===== src/rtl/arwt_pkg.sv =====
// Shared types, constants and command/status records for the address range watch table.
package arwt_pkg;

  // Table geometry
  localparam int NUM_SLOTS     = 32;
  localparam int PAGE_NUM_BITS = 36;
  localparam int END_BITS      = PAGE_NUM_BITS + 1;
  localparam int MODE_BITS     = 2;
  localparam int SLOT_IDX_W    = $clog2(NUM_SLOTS);

  // Stream packing: start, end, mode, page from bit 0 up
  localparam int IN_END_LSB    = PAGE_NUM_BITS;
  localparam int IN_MODE_LSB   = IN_END_LSB + END_BITS;
  localparam int IN_PAGE_LSB   = IN_MODE_LSB + MODE_BITS;
  localparam int IN_FIELD_BITS = IN_PAGE_LSB + PAGE_NUM_BITS;
  localparam int IN_TDATA_W    = ((IN_FIELD_BITS + 7) / 8) * 8;
  localparam int OP_BITS       = 2;

  // Result packing: status, hit, hit_mode from bit 0 up
  localparam int OUT_FIELD_BITS = 2 + 1 + MODE_BITS;
  localparam int OUT_TDATA_W    = ((OUT_FIELD_BITS + 7) / 8) * 8;

  typedef logic [PAGE_NUM_BITS-1:0] page_t;
  typedef logic [END_BITS-1:0]      end_t;
  typedef logic [MODE_BITS-1:0]     mode_t;
  typedef logic [SLOT_IDX_W-1:0]    slot_idx_t;

  typedef enum logic [OP_BITS-1:0] {
    OP_REGISTER   = 2'd0,
    OP_UNREGISTER = 2'd1,
    OP_LOOKUP     = 2'd2
  } op_t;

  typedef enum logic [1:0] {
    ST_OK    = 2'd0,
    ST_FULL  = 2'd1,
    ST_NOENT = 2'd2
  } status_t;

  typedef enum logic [2:0] {
    S_IDLE,
    S_READ,
    S_EVAL,
    S_SCAN,
    S_DONE
  } state_t;

  // Table write kinds
  typedef enum logic [2:0] {
    WR_NONE,
    WR_MODE,       // slot k: replace mode
    WR_HEAD,       // slot k: start moves to request end
    WR_TRIM,       // slot k: end moves to request start
    WR_FREE,       // slot k: drop
    WR_FILL_REG,   // slot j: new range from request
    WR_FILL_TAIL   // slot j: tail of split slot k
  } wr_kind_t;

  // Result kinds latched into the pending result
  typedef enum logic [2:0] {
    RES_NONE,
    RES_ZERO,
    RES_OK,
    RES_FULL,
    RES_UNREG,
    RES_HIT,
    RES_MISS
  } res_kind_t;

  typedef struct packed {
    page_t start;
    end_t  stop;
    mode_t mode;
  } entry_t;

  typedef struct packed {
    op_t   op;
    page_t start;
    end_t  stop;
    mode_t mode;
    page_t page;
  } item_t;

  typedef struct packed {
    status_t status;
    logic    hit;
    mode_t   hit_mode;
  } result_t;

  // Controller to datapath
  typedef struct packed {
    logic      load;
    logic      rd;
    logic      inc_k;
    logic      clr_j;
    logic      inc_j;
    logic      set_any;
    wr_kind_t  wr;
    res_kind_t res;
    logic      out_load;
  } cmd_t;

  // Datapath to controller
  typedef struct packed {
    op_t  op;
    logic exact;
    logic overlap;
    logic cover_all;
    logic cover_head;
    logic cover_tail;
    logic hole;
    logic covers_page;
    logic k_last;
    logic j_free;
    logic j_last;
    logic out_free;
  } stat_t;

endpackage


===== src/rtl/arwt_ctrl.sv =====
// Sequencing state machine for the slot walk and free-slot scan.
module arwt_ctrl (
  input  logic           clk,
  input  logic           rst,
  input  logic           in_valid,
  output logic           in_ready,
  input  arwt_pkg::stat_t stat,
  output arwt_pkg::cmd_t  cmd
);
  import arwt_pkg::*;

  state_t state;
  state_t state_next;

  // State register
  always_ff @(posedge clk) begin
    if (rst) begin
      state <= S_IDLE;
    end else begin
      state <= state_next;
    end
  end

  // Next state
  always_comb begin
    state_next = state;
    unique case (state)
      S_IDLE: begin
        if (in_valid) state_next = S_READ;
      end
      S_READ: begin
        state_next = S_EVAL;
      end
      S_EVAL: begin
        unique case (stat.op)
          OP_REGISTER: begin
            if (stat.exact) state_next = S_DONE;
            else if (stat.k_last) state_next = S_SCAN;
            else state_next = S_READ;
          end
          OP_UNREGISTER: begin
            if (stat.hole) state_next = S_SCAN;
            else if (stat.k_last) state_next = S_DONE;
            else state_next = S_READ;
          end
          OP_LOOKUP: begin
            if (stat.covers_page || stat.k_last) state_next = S_DONE;
            else state_next = S_READ;
          end
          default: state_next = S_DONE;
        endcase
      end
      S_SCAN: begin
        unique case (stat.op)
          OP_REGISTER: begin
            if (stat.j_free || stat.j_last) state_next = S_DONE;
          end
          OP_UNREGISTER: begin
            if (stat.j_free || stat.j_last) begin
              state_next = stat.k_last ? S_DONE : S_READ;
            end
          end
          default: state_next = S_DONE;
        endcase
      end
      S_DONE: begin
        if (stat.out_free) state_next = S_IDLE;
      end
      default: state_next = S_IDLE;
    endcase
  end

  // Commands
  always_comb begin
    cmd      = '0;
    in_ready = 1'b0;
    unique case (state)
      S_IDLE: begin
        in_ready = 1'b1;
        cmd.load = in_valid;
      end
      S_READ: begin
        cmd.rd = 1'b1;
      end
      S_EVAL: begin
        unique case (stat.op)
          OP_REGISTER: begin
            if (stat.exact) begin
              cmd.wr  = WR_MODE;
              cmd.res = RES_OK;
            end else if (stat.k_last) begin
              cmd.clr_j = 1'b1;
            end else begin
              cmd.inc_k = 1'b1;
            end
          end
          OP_UNREGISTER: begin
            cmd.set_any = stat.overlap;
            if (stat.cover_all) cmd.wr = WR_FREE;
            else if (stat.cover_head) cmd.wr = WR_HEAD;
            else if (stat.cover_tail || stat.hole) cmd.wr = WR_TRIM;
            if (stat.hole) cmd.clr_j = 1'b1;
            else if (stat.k_last) cmd.res = RES_UNREG;
            else cmd.inc_k = 1'b1;
          end
          OP_LOOKUP: begin
            if (stat.covers_page) cmd.res = RES_HIT;
            else if (stat.k_last) cmd.res = RES_MISS;
            else cmd.inc_k = 1'b1;
          end
          default: cmd.res = RES_ZERO;
        endcase
      end
      S_SCAN: begin
        unique case (stat.op)
          OP_REGISTER: begin
            if (stat.j_free) begin
              cmd.wr  = WR_FILL_REG;
              cmd.res = RES_OK;
            end else if (stat.j_last) begin
              cmd.res = RES_FULL;
            end else begin
              cmd.inc_j = 1'b1;
            end
          end
          OP_UNREGISTER: begin
            // no free slot means the tail is dropped
            if (stat.j_free) cmd.wr = WR_FILL_TAIL;
            if (stat.j_free || stat.j_last) begin
              if (stat.k_last) cmd.res = RES_UNREG;
              else cmd.inc_k = 1'b1;
            end else begin
              cmd.inc_j = 1'b1;
            end
          end
          default: cmd.res = RES_ZERO;
        endcase
      end
      S_DONE: begin
        cmd.out_load = stat.out_free;
      end
      default: begin
        cmd = '0;
      end
    endcase
  end

`ifndef SYNTHESIS
  // Evaluation always follows a slot read
  assert property (@(posedge clk) disable iff (rst)
    state == S_EVAL |-> $past(state) == S_READ)
    else $error("arwt_ctrl: evaluation without a preceding read");
`endif

endmodule


===== src/rtl/arwt_dp.sv =====
// Slot table storage, range compares, walk counters and result registers.
module arwt_dp (
  input  logic               clk,
  input  logic               rst,
  input  arwt_pkg::item_t    in_item,
  input  arwt_pkg::cmd_t     cmd,
  output arwt_pkg::stat_t    stat,
  output logic               out_valid,
  input  logic               out_ready,
  output arwt_pkg::result_t  out_res
);
  import arwt_pkg::*;

  item_t     item;
  slot_idx_t k;
  slot_idx_t j;
  logic      any;
  logic      any_now;
  logic [NUM_SLOTS-1:0] slot_valid;
  entry_t    slot_mem [NUM_SLOTS];
  entry_t    rd_q;
  result_t   res_hold;

  logic      wr_en;
  slot_idx_t wr_addr;
  entry_t    wr_data;

  end_t rs_ext;
  end_t s_ext;
  end_t pg_ext;
  logic v_k;
  logic s_le_rs;
  logic e_ge_re;

  // Request latch
  always_ff @(posedge clk) begin
    if (cmd.load) item <= in_item;
  end

  // Walk and scan counters, overlap flag
  always_ff @(posedge clk) begin
    if (rst) begin
      k   <= '0;
      j   <= '0;
      any <= 1'b0;
    end else begin
      if (cmd.load) k <= '0;
      else if (cmd.inc_k) k <= k + 1'b1;
      if (cmd.clr_j) j <= '0;
      else if (cmd.inc_j) j <= j + 1'b1;
      if (cmd.load) any <= 1'b0;
      else if (cmd.set_any) any <= 1'b1;
    end
  end

  // Write decode
  always_comb begin
    wr_en   = 1'b1;
    wr_addr = k;
    wr_data = rd_q;
    case (cmd.wr)
      WR_MODE:      wr_data.mode = item.mode;
      WR_HEAD:      wr_data.start = item.stop[PAGE_NUM_BITS-1:0];
      WR_TRIM:      wr_data.stop = end_t'(item.start);
      WR_FILL_REG: begin
        wr_addr = j;
        wr_data = '{start: item.start, stop: item.stop, mode: item.mode};
      end
      WR_FILL_TAIL: begin
        wr_addr       = j;
        wr_data.start = item.stop[PAGE_NUM_BITS-1:0];
      end
      default:      wr_en = 1'b0;
    endcase
  end

  // Valid bits
  always_ff @(posedge clk) begin
    if (rst) begin
      slot_valid <= '0;
    end else if (cmd.wr == WR_FREE) begin
      slot_valid[k] <= 1'b0;
    end else if (cmd.wr == WR_FILL_REG || cmd.wr == WR_FILL_TAIL) begin
      slot_valid[j] <= 1'b1;
    end
  end

  // Slot memory: one write port, one registered read port
  always_ff @(posedge clk) begin
    if (wr_en) slot_mem[wr_addr] <= wr_data;
  end

  always_ff @(posedge clk) begin
    if (cmd.rd) rd_q <= slot_mem[k];
  end

  // Range compares against the slot just read
  always_comb begin
    rs_ext  = end_t'(rd_q.start);
    s_ext   = end_t'(item.start);
    pg_ext  = end_t'(item.page);
    v_k     = slot_valid[k];
    s_le_rs = s_ext <= rs_ext;
    e_ge_re = item.stop >= rd_q.stop;

    stat.op          = item.op;
    stat.exact       = v_k && rd_q.start == item.start && rd_q.stop == item.stop;
    stat.overlap     = v_k && !(item.stop <= rs_ext || s_ext >= rd_q.stop);
    stat.cover_all   = stat.overlap && s_le_rs && e_ge_re;
    stat.cover_head  = stat.overlap && s_le_rs && !e_ge_re;
    stat.cover_tail  = stat.overlap && !s_le_rs && e_ge_re;
    stat.hole        = stat.overlap && !s_le_rs && !e_ge_re;
    stat.covers_page = v_k && pg_ext >= rs_ext && pg_ext < rd_q.stop;
    stat.k_last      = k == slot_idx_t'(NUM_SLOTS - 1);
    stat.j_free      = !slot_valid[j];
    stat.j_last      = j == slot_idx_t'(NUM_SLOTS - 1);
    stat.out_free    = !out_valid || out_ready;
  end

  assign any_now = any || cmd.set_any;

  // Pending result
  always_ff @(posedge clk) begin
    case (cmd.res)
      RES_ZERO:  res_hold <= '{status: ST_OK, hit: 1'b0, hit_mode: '0};
      RES_OK:    res_hold <= '{status: ST_OK, hit: 1'b0, hit_mode: '0};
      RES_FULL:  res_hold <= '{status: ST_FULL, hit: 1'b0, hit_mode: '0};
      RES_UNREG: res_hold <= '{status: (any_now ? ST_OK : ST_NOENT), hit: 1'b0,
                               hit_mode: '0};
      RES_HIT:   res_hold <= '{status: ST_OK, hit: |(rd_q.mode & item.mode),
                               hit_mode: rd_q.mode};
      RES_MISS:  res_hold <= '{status: ST_OK, hit: 1'b0, hit_mode: '0};
      default:   res_hold <= res_hold;
    endcase
  end

  // Output beat register
  always_ff @(posedge clk) begin
    if (rst) begin
      out_valid <= 1'b0;
    end else if (cmd.out_load) begin
      out_valid <= 1'b1;
    end else if (out_ready) begin
      out_valid <= 1'b0;
    end
  end

  always_ff @(posedge clk) begin
    if (cmd.out_load) out_res <= res_hold;
  end

`ifndef SYNTHESIS
  // A new range or split tail only lands in a free slot
  assert property (@(posedge clk) disable iff (rst)
    (cmd.wr == WR_FILL_REG || cmd.wr == WR_FILL_TAIL) |-> !slot_valid[j])
    else $error("arwt_dp: fill into an occupied slot");

  // Edits to the walked slot only touch live entries
  assert property (@(posedge clk) disable iff (rst)
    (cmd.wr == WR_FREE || cmd.wr == WR_HEAD || cmd.wr == WR_TRIM ||
     cmd.wr == WR_MODE) |-> slot_valid[k])
    else $error("arwt_dp: edit of an empty slot");

  // A hit is only reported with ok status and a nonzero mode
  assert property (@(posedge clk) disable iff (rst)
    (out_valid && out_res.hit) |-> (out_res.status == ST_OK && out_res.hit_mode != '0))
    else $error("arwt_dp: inconsistent hit result");
`endif

endmodule


===== src/rtl/address_range_watch_table.sv =====
// Top level of the address range watch table: stream ports, controller and datapath.
//
//  channel  | dir | tdata (low bit up)                          | tuser
//  s_axis   | in  | start_page, end_page, mode_bits, page, pad  | op
//  m_axis   | out | status, hit, hit_mode, pad                  | -
//
// One request at a time. Each slot visited passes a read state and a compare state; a
// lookup stops at the first slot that covers the page, an unregister walks every slot and
// scans for a free slot per split, a register walks until an exact match, else scans.
// Reset clears the valid bits at once; no clearing pass is needed after reset.
// The result sits in an output register; a stall on m_axis also blocks new requests.
module address_range_watch_table (
  input  logic                               clk,
  input  logic                               rst,
  input  logic                               s_axis_tvalid,
  output logic                               s_axis_tready,
  // start_page, end_page, mode_bits, page, zero pad
  input  logic [arwt_pkg::IN_TDATA_W-1:0]    s_axis_tdata,
  // op
  input  logic [arwt_pkg::OP_BITS-1:0]       s_axis_tuser,
  output logic                               m_axis_tvalid,
  input  logic                               m_axis_tready,
  // status, hit, hit_mode, zero pad
  output logic [arwt_pkg::OUT_TDATA_W-1:0]   m_axis_tdata
);
  import arwt_pkg::*;

  item_t   in_item;
  cmd_t    cmd;
  stat_t   stat;
  result_t out_res;

  // Unpack the request beat
  always_comb begin
    in_item.op    = op_t'(s_axis_tuser);
    in_item.start = s_axis_tdata[PAGE_NUM_BITS-1:0];
    in_item.stop  = s_axis_tdata[IN_END_LSB +: END_BITS];
    in_item.mode  = s_axis_tdata[IN_MODE_LSB +: MODE_BITS];
    in_item.page  = s_axis_tdata[IN_PAGE_LSB +: PAGE_NUM_BITS];
  end

  arwt_ctrl u_ctrl (
    .clk      (clk),
    .rst      (rst),
    .in_valid (s_axis_tvalid),
    .in_ready (s_axis_tready),
    .stat     (stat),
    .cmd      (cmd)
  );

  arwt_dp u_dp (
    .clk       (clk),
    .rst       (rst),
    .in_item   (in_item),
    .cmd       (cmd),
    .stat      (stat),
    .out_valid (m_axis_tvalid),
    .out_ready (m_axis_tready),
    .out_res   (out_res)
  );

  // Pack the result beat
  assign m_axis_tdata = OUT_TDATA_W'({out_res.hit_mode, out_res.hit, out_res.status});

endmodule


===== config.mk =====
export PLATFORM = sky130hd
export DESIGN_NAME = address_range_watch_table
export DESIGN_NICKNAME = d
export VERILOG_FILES = /design/src/rtl/arwt_pkg.sv /design/src/rtl/arwt_ctrl.sv /design/src/rtl/arwt_dp.sv /design/src/rtl/address_range_watch_table.sv
export SDC_FILE = /design/constraint.sdc
export NUM_CORES = 2
export LEC_CHECK = 0
export BUFFER_PORTS_ARGS = -buffer_cell sky130_fd_sc_hd__buf_2
export CAP_MARGIN = 5
export CELL_PAD_IN_SITES_DETAIL_PLACEMENT = 1
export CELL_PAD_IN_SITES_GLOBAL_PLACEMENT = 1
export CORE_UTILIZATION = 47
export CTS_BUF_LIST = sky130_fd_sc_hd__clkbuf_8
export CTS_CLUSTER_DIAMETER = 50
export DETAILED_ROUTE_END_ITERATION = 10
export PLACE_DENSITY = 0.77
export SLEW_MARGIN = 10
export SYNTH_ARGS = -nofsm -noshare
export SYNTH_HDL_FRONTEND = slang
export SYNTH_SLANG_ARGS = --single-unit

===== constraint.sdc =====
create_clock -name clk -period 7.35 [get_ports clk]
set_input_delay 2.205 -clock clk [delete_from_list [all_inputs] [get_ports clk]]
set_output_delay 2.205 -clock clk [all_outputs]
set_load 0.05 [all_outputs]

==> results.md <==
- Outcome: complete, no violations
- Skew-Pair Late Insertion Delay: 1.17 ns
- Reg2reg path depth: 12
- CP Data Required Time: 8.07 ns
- Ys async rst share: 0%
- Synthesis-to-layout area growth: 13.06%
- Clock buffer depth: 4
- Mapped Area: 0.1048 mm^2
- RePlAce Congestion: 0.8884
- Tightest Pin Transition: 1.339 ns
- Largest stage delay, worst path: 1.11 ns
- R2R Path End: u_dp.slot_mem[12][51]$_DFFE_PP_
- Clock Sinks: 2,645
- Crit. End Element: flip-flop
- Core box area: 0.2206 mm^2
- Critical Path Fanout Max: 32
- Max VDD drop: 0.0002309 V
- Vias: 57,130
- Leakage: 37.46 nW
- Unique masters post-synth: 73
- Top Ports: 128
- Total power: 29.65 mW
- CTS buffer count: 432
- Slew headroom: 9.922%
- Max-cap violations: 0
- Slew Viols, Final: 0
- Worst Hold Path Cells: 0
- Post-CTS setup buffer count: 0
- Pwr per Cell Area: 250.4 mW/mm^2
- DRC Markers: 0
- # hold bufs at CTS: 0
- Largest net degree at the start of global routing: 131
- Die Y: 474.1 um
- CP Cell Sequence: ha_1, nand4_1, nor4_1, buf_4, nand4_1, o211a_1, o211ai_1, nor3_2, a22o_2, a21oi_4, buf_12, a221o_1
- Cell family with most CP delay: compound AO/OA/AOI/OAI gates
- CP Class: reg2reg
- EDFF count, synth: 2,598
- Worst path slowest cell: nor4_1
- Hold WC Path Type: reg2reg
- Vias/cell: 6.514
- # rows: 172
- Vias in the first global route: 59,670
- CP bufs+invs: 2
- Synth Register Bits: 2,645
- Critical path launch point type: flip-flop
- Post-Synth Adder-Cell Area: 2.699%
- Max Freq: 0.1508 GHz
- R2R setup slack: 0.72 ns
- WP data arrival: 7.35 ns
- Largest family of logic cells by synthesized area: multiplexers
- Worst hold endpoint: u_dp.out_res[4]$_DFFE_PP_
- Area contributors post-synth: edfxtp_1, mux4_2, ha_1
- H-tree Lvls: 5
- Post-synthesis compound-gate area fraction: 4.895%
- GRT Overall Usage: 27.53%
- Die X: 474.1 um
- Wire per inst: 35.29 um
- Synth top area share: 74.48%
- CTS Root Cell: clkbuf_8
- Full die area: 0.2248 mm^2
- Hold path start: u_dp.res_hold[4]$_DFFE_PP_
- Layout Nets: 5,832
- Violation count after the first detailed-route iteration: 7,755
- Post-DP HPWL: 171,400 um
- Register area share after synthesis: 75.38%
- Reg2Reg Launch Point: u_dp.item[69]$_DFFE_PP_
- Filler cell count: 19,390
- Most used cell, CP: nand4_1
- Post-CTS Resized: 0
- Final Hold Fails: 0
- Setup Viol. Count Final: 0
- RSZ-0062 raised after global routing: false
- Initial core utilization: 47.49%
- Min cycle time layout: 6.633 ns
- Yosys warns: 0
- Simple-Gate Fraction of Synth Area: 2.328%
- Mux contribution to synthesized area: 13.30%
- Post-route setup TNS: 0 ns
- Detailed Routing Iterations Pass 1: 6
- Initial antenna violation count: 4
- Worst clock skew: 0.1182 ns
- Grt total ovfl: 0
- Port Buf Inserts: 123
- Avg Cell Area, Syn: 20.86 um^2
- First-pass GRT wire length: 435,600 um
- Share of layout cells above drive strength 1: 26.47%
- Synthesized instance count: 5,022
- Xor-xnor portion of the synthesized cell area: 0.02508%
- Period Utilization, post-route: 90.25%
- Post-route ant nets: 0
- CTS tree: done
- Synth area leader: edfxtp_1
- Worst-path clk slew: 0.06 ns
- Final wirelength: 309,600 um
- Synth Flop Type: edfxtp_1
## power breakdown
part / internal, mW / leakage [nW] / switching [mW]
logic: 0.338 / 9.22 / 0.661
clock network: 6.02 / 4.44 / 5.86
registers: 16.7 / 23.8 / 0.114
total: 23.0 / 37.5 / 6.64
## worst max path at each step
stage	from	to	cells after the start
finish	u_dp.item[69]$_DFFE_PP_	u_dp.slot_mem[12][51]$_DFFE_PP_	12
global route	u_dp.item[69]$_DFFE_PP_	u_dp.slot_mem[12][51]$_DFFE_PP_	12
global placement	u_dp.item[71]$_DFFE_PP_	u_dp.slot_mem[22][51]$_DFFE_PP_	12
CTS	u_dp.item[69]$_DFFE_PP_	u_dp.slot_mem[12][51]$_DFFE_PP_	12
floorplan	u_dp.item[64]$_DFFE_PP_	u_dp.slot_mem[15][0]$_DFFE_PP_	12
detailed placement	u_dp.item[69]$_DFFE_PP_	u_dp.slot_mem[14][48]$_DFFE_PP_	12
## worst reg2reg max path, stage by stage, from the launching register on
cell      delay, ns
edfxtp_1       0.55
ha_1           0.40
nand4_1        0.20
nor4_1         1.11
buf_4          0.29
nand4_1        0.31
o211a_1        0.30
o211ai_1       0.22
nor3_2         0.22
a22o_2         0.46
a21oi_4        0.94
buf_12         0.28
a221o_1        0.94
## layout make-up
class	instances	area (um^2)	area share, %
Sequential cell	2645	78960	66.67
Multi-Input combinational cell	2014	25010	21.11
Clock buffer	438	6028	5.090
Tap cell	2958	3701	3.125
Timing Repair Buffer	295	2633	2.223
Clock inverter	318	1722	1.454
Inverter	100	375.4	0.3169
Antenna cell	3	7.507	0.006339
## flip-flops by register name, indices dropped and copies added (netlist names)
register and flops:
u_dp.slot_valid 32, u_dp.any 1, u_dp.item 111, u_dp.stat 2, u_dp.out_valid 1, u_dp.slot_mem 2400
u_dp.out_res 5, u_ctrl.state 3, u_dp.j 5, u_dp.rd_q 75, u_dp.k 5, u_dp.res_hold 5
## cell usage after synthesis, types with 3 or more instances
| cell | number |
|---|---|
| a211oi_1 | 11 |
| a21o_1 | 37 |
| a21oi_1 | 85 |
| a221o_1 | 38 |
| a221oi_1 | 6 |
| a22oi_1 | 346 |
| a311o_1 | 9 |
| a311oi_1 | 3 |
| a31o_1 | 16 |
| a31oi_1 | 4 |
| a32o_1 | 8 |
| and2_1 | 3 |
| and3_1 | 47 |
| and3b_1 | 3 |
| and4_1 | 6 |
| buf_1 | 68 |
| buf_2 | 21 |
| buf_4 | 9 |
| clkbuf_1 | 166 |
| dfxtp_1 | 47 |
| edfxtp_1 | 2598 |
| ha_1 | 226 |
| inv_1 | 98 |
| mux2i_1 | 24 |
| mux4_2 | 608 |
| nand2_1 | 65 |
| nand2b_1 | 6 |
| nand3_1 | 53 |
| nand4_1 | 120 |
| nor2_1 | 87 |
| nor2b_1 | 9 |
| nor3_1 | 20 |
| nor3b_1 | 5 |
| nor4_1 | 9 |
| o211ai_1 | 11 |
| o21a_1 | 8 |
| o21ai_0 | 38 |
| o21ai_1 | 7 |
| o21bai_1 | 3 |
| o22ai_1 | 3 |
| o31ai_1 | 39 |
| o32ai_2 | 3 |
| or2_2 | 4 |
| or3_1 | 6 |
| xnor2_1 | 3 |
## through the flow
step	utilization, %	worst slack (ns)	hold slack, ns	area [um^2]	std cells
2_1_floorplan	-	1.031	0.4003	104800	5024
3_3_place_gp	50.14	1.174	0.4074	110600	8007
3_5_place_dp	50.14	0.9912	0.4056	110600	8007
4_1_cts	53.65	0.9626	0.4215	118300	8763
5_1_grt	53.69	0.8922	0.4246	118400	8770
6_report	53.69	0.7166	0.4189	118400	8771
## routing by layer
metal / routed length [um] / global-route usage, % / vias up / part of all wire (%)
met5: 0 / 0 / - / 0
met4: 14850 / 12.82 / 0 / 4.8
met3: 29890 / 5.541 / 692 / 9.7
met2: 150100 / 44.51 / 3707 / 48
met1: 114800 / 35.99 / 30300 / 37
li1: - / - / 22430 / -
## logic make-up (layout without fill, tap and decap cells)
logic type / count (synthesis) / count (layout)
buffers and inverters: 365 / 1151
AOI/OAI and AO/OA: 696 / 696
DFF: 2645 / 2645
adders and majority gates: 226 / 226
and+or+nand+nor: 454 / 454
xor gates and xnor gates: 3 / 3
other: 1 / 6
muxes: 632 / 632
## cell usage in the layout (no fill, tap or decap), types with 46 or more instances in the layout
cell / count
clkinv_1: 101
a21oi_1: 85
nand3_1: 53
nor2_1: 54
edfxtp_1: 2598
buf_12: 55
clkinv_2: 60
mux4_2: 608
ha_1: 226
inv_1: 222
a22oi_1: 346
nand2_1: 65
buf_2: 123
and3_1: 46
nand4_1: 120
buf_4: 112
clkbuf_8: 438
No activity file was read; power rests on OpenSTA's default activity.
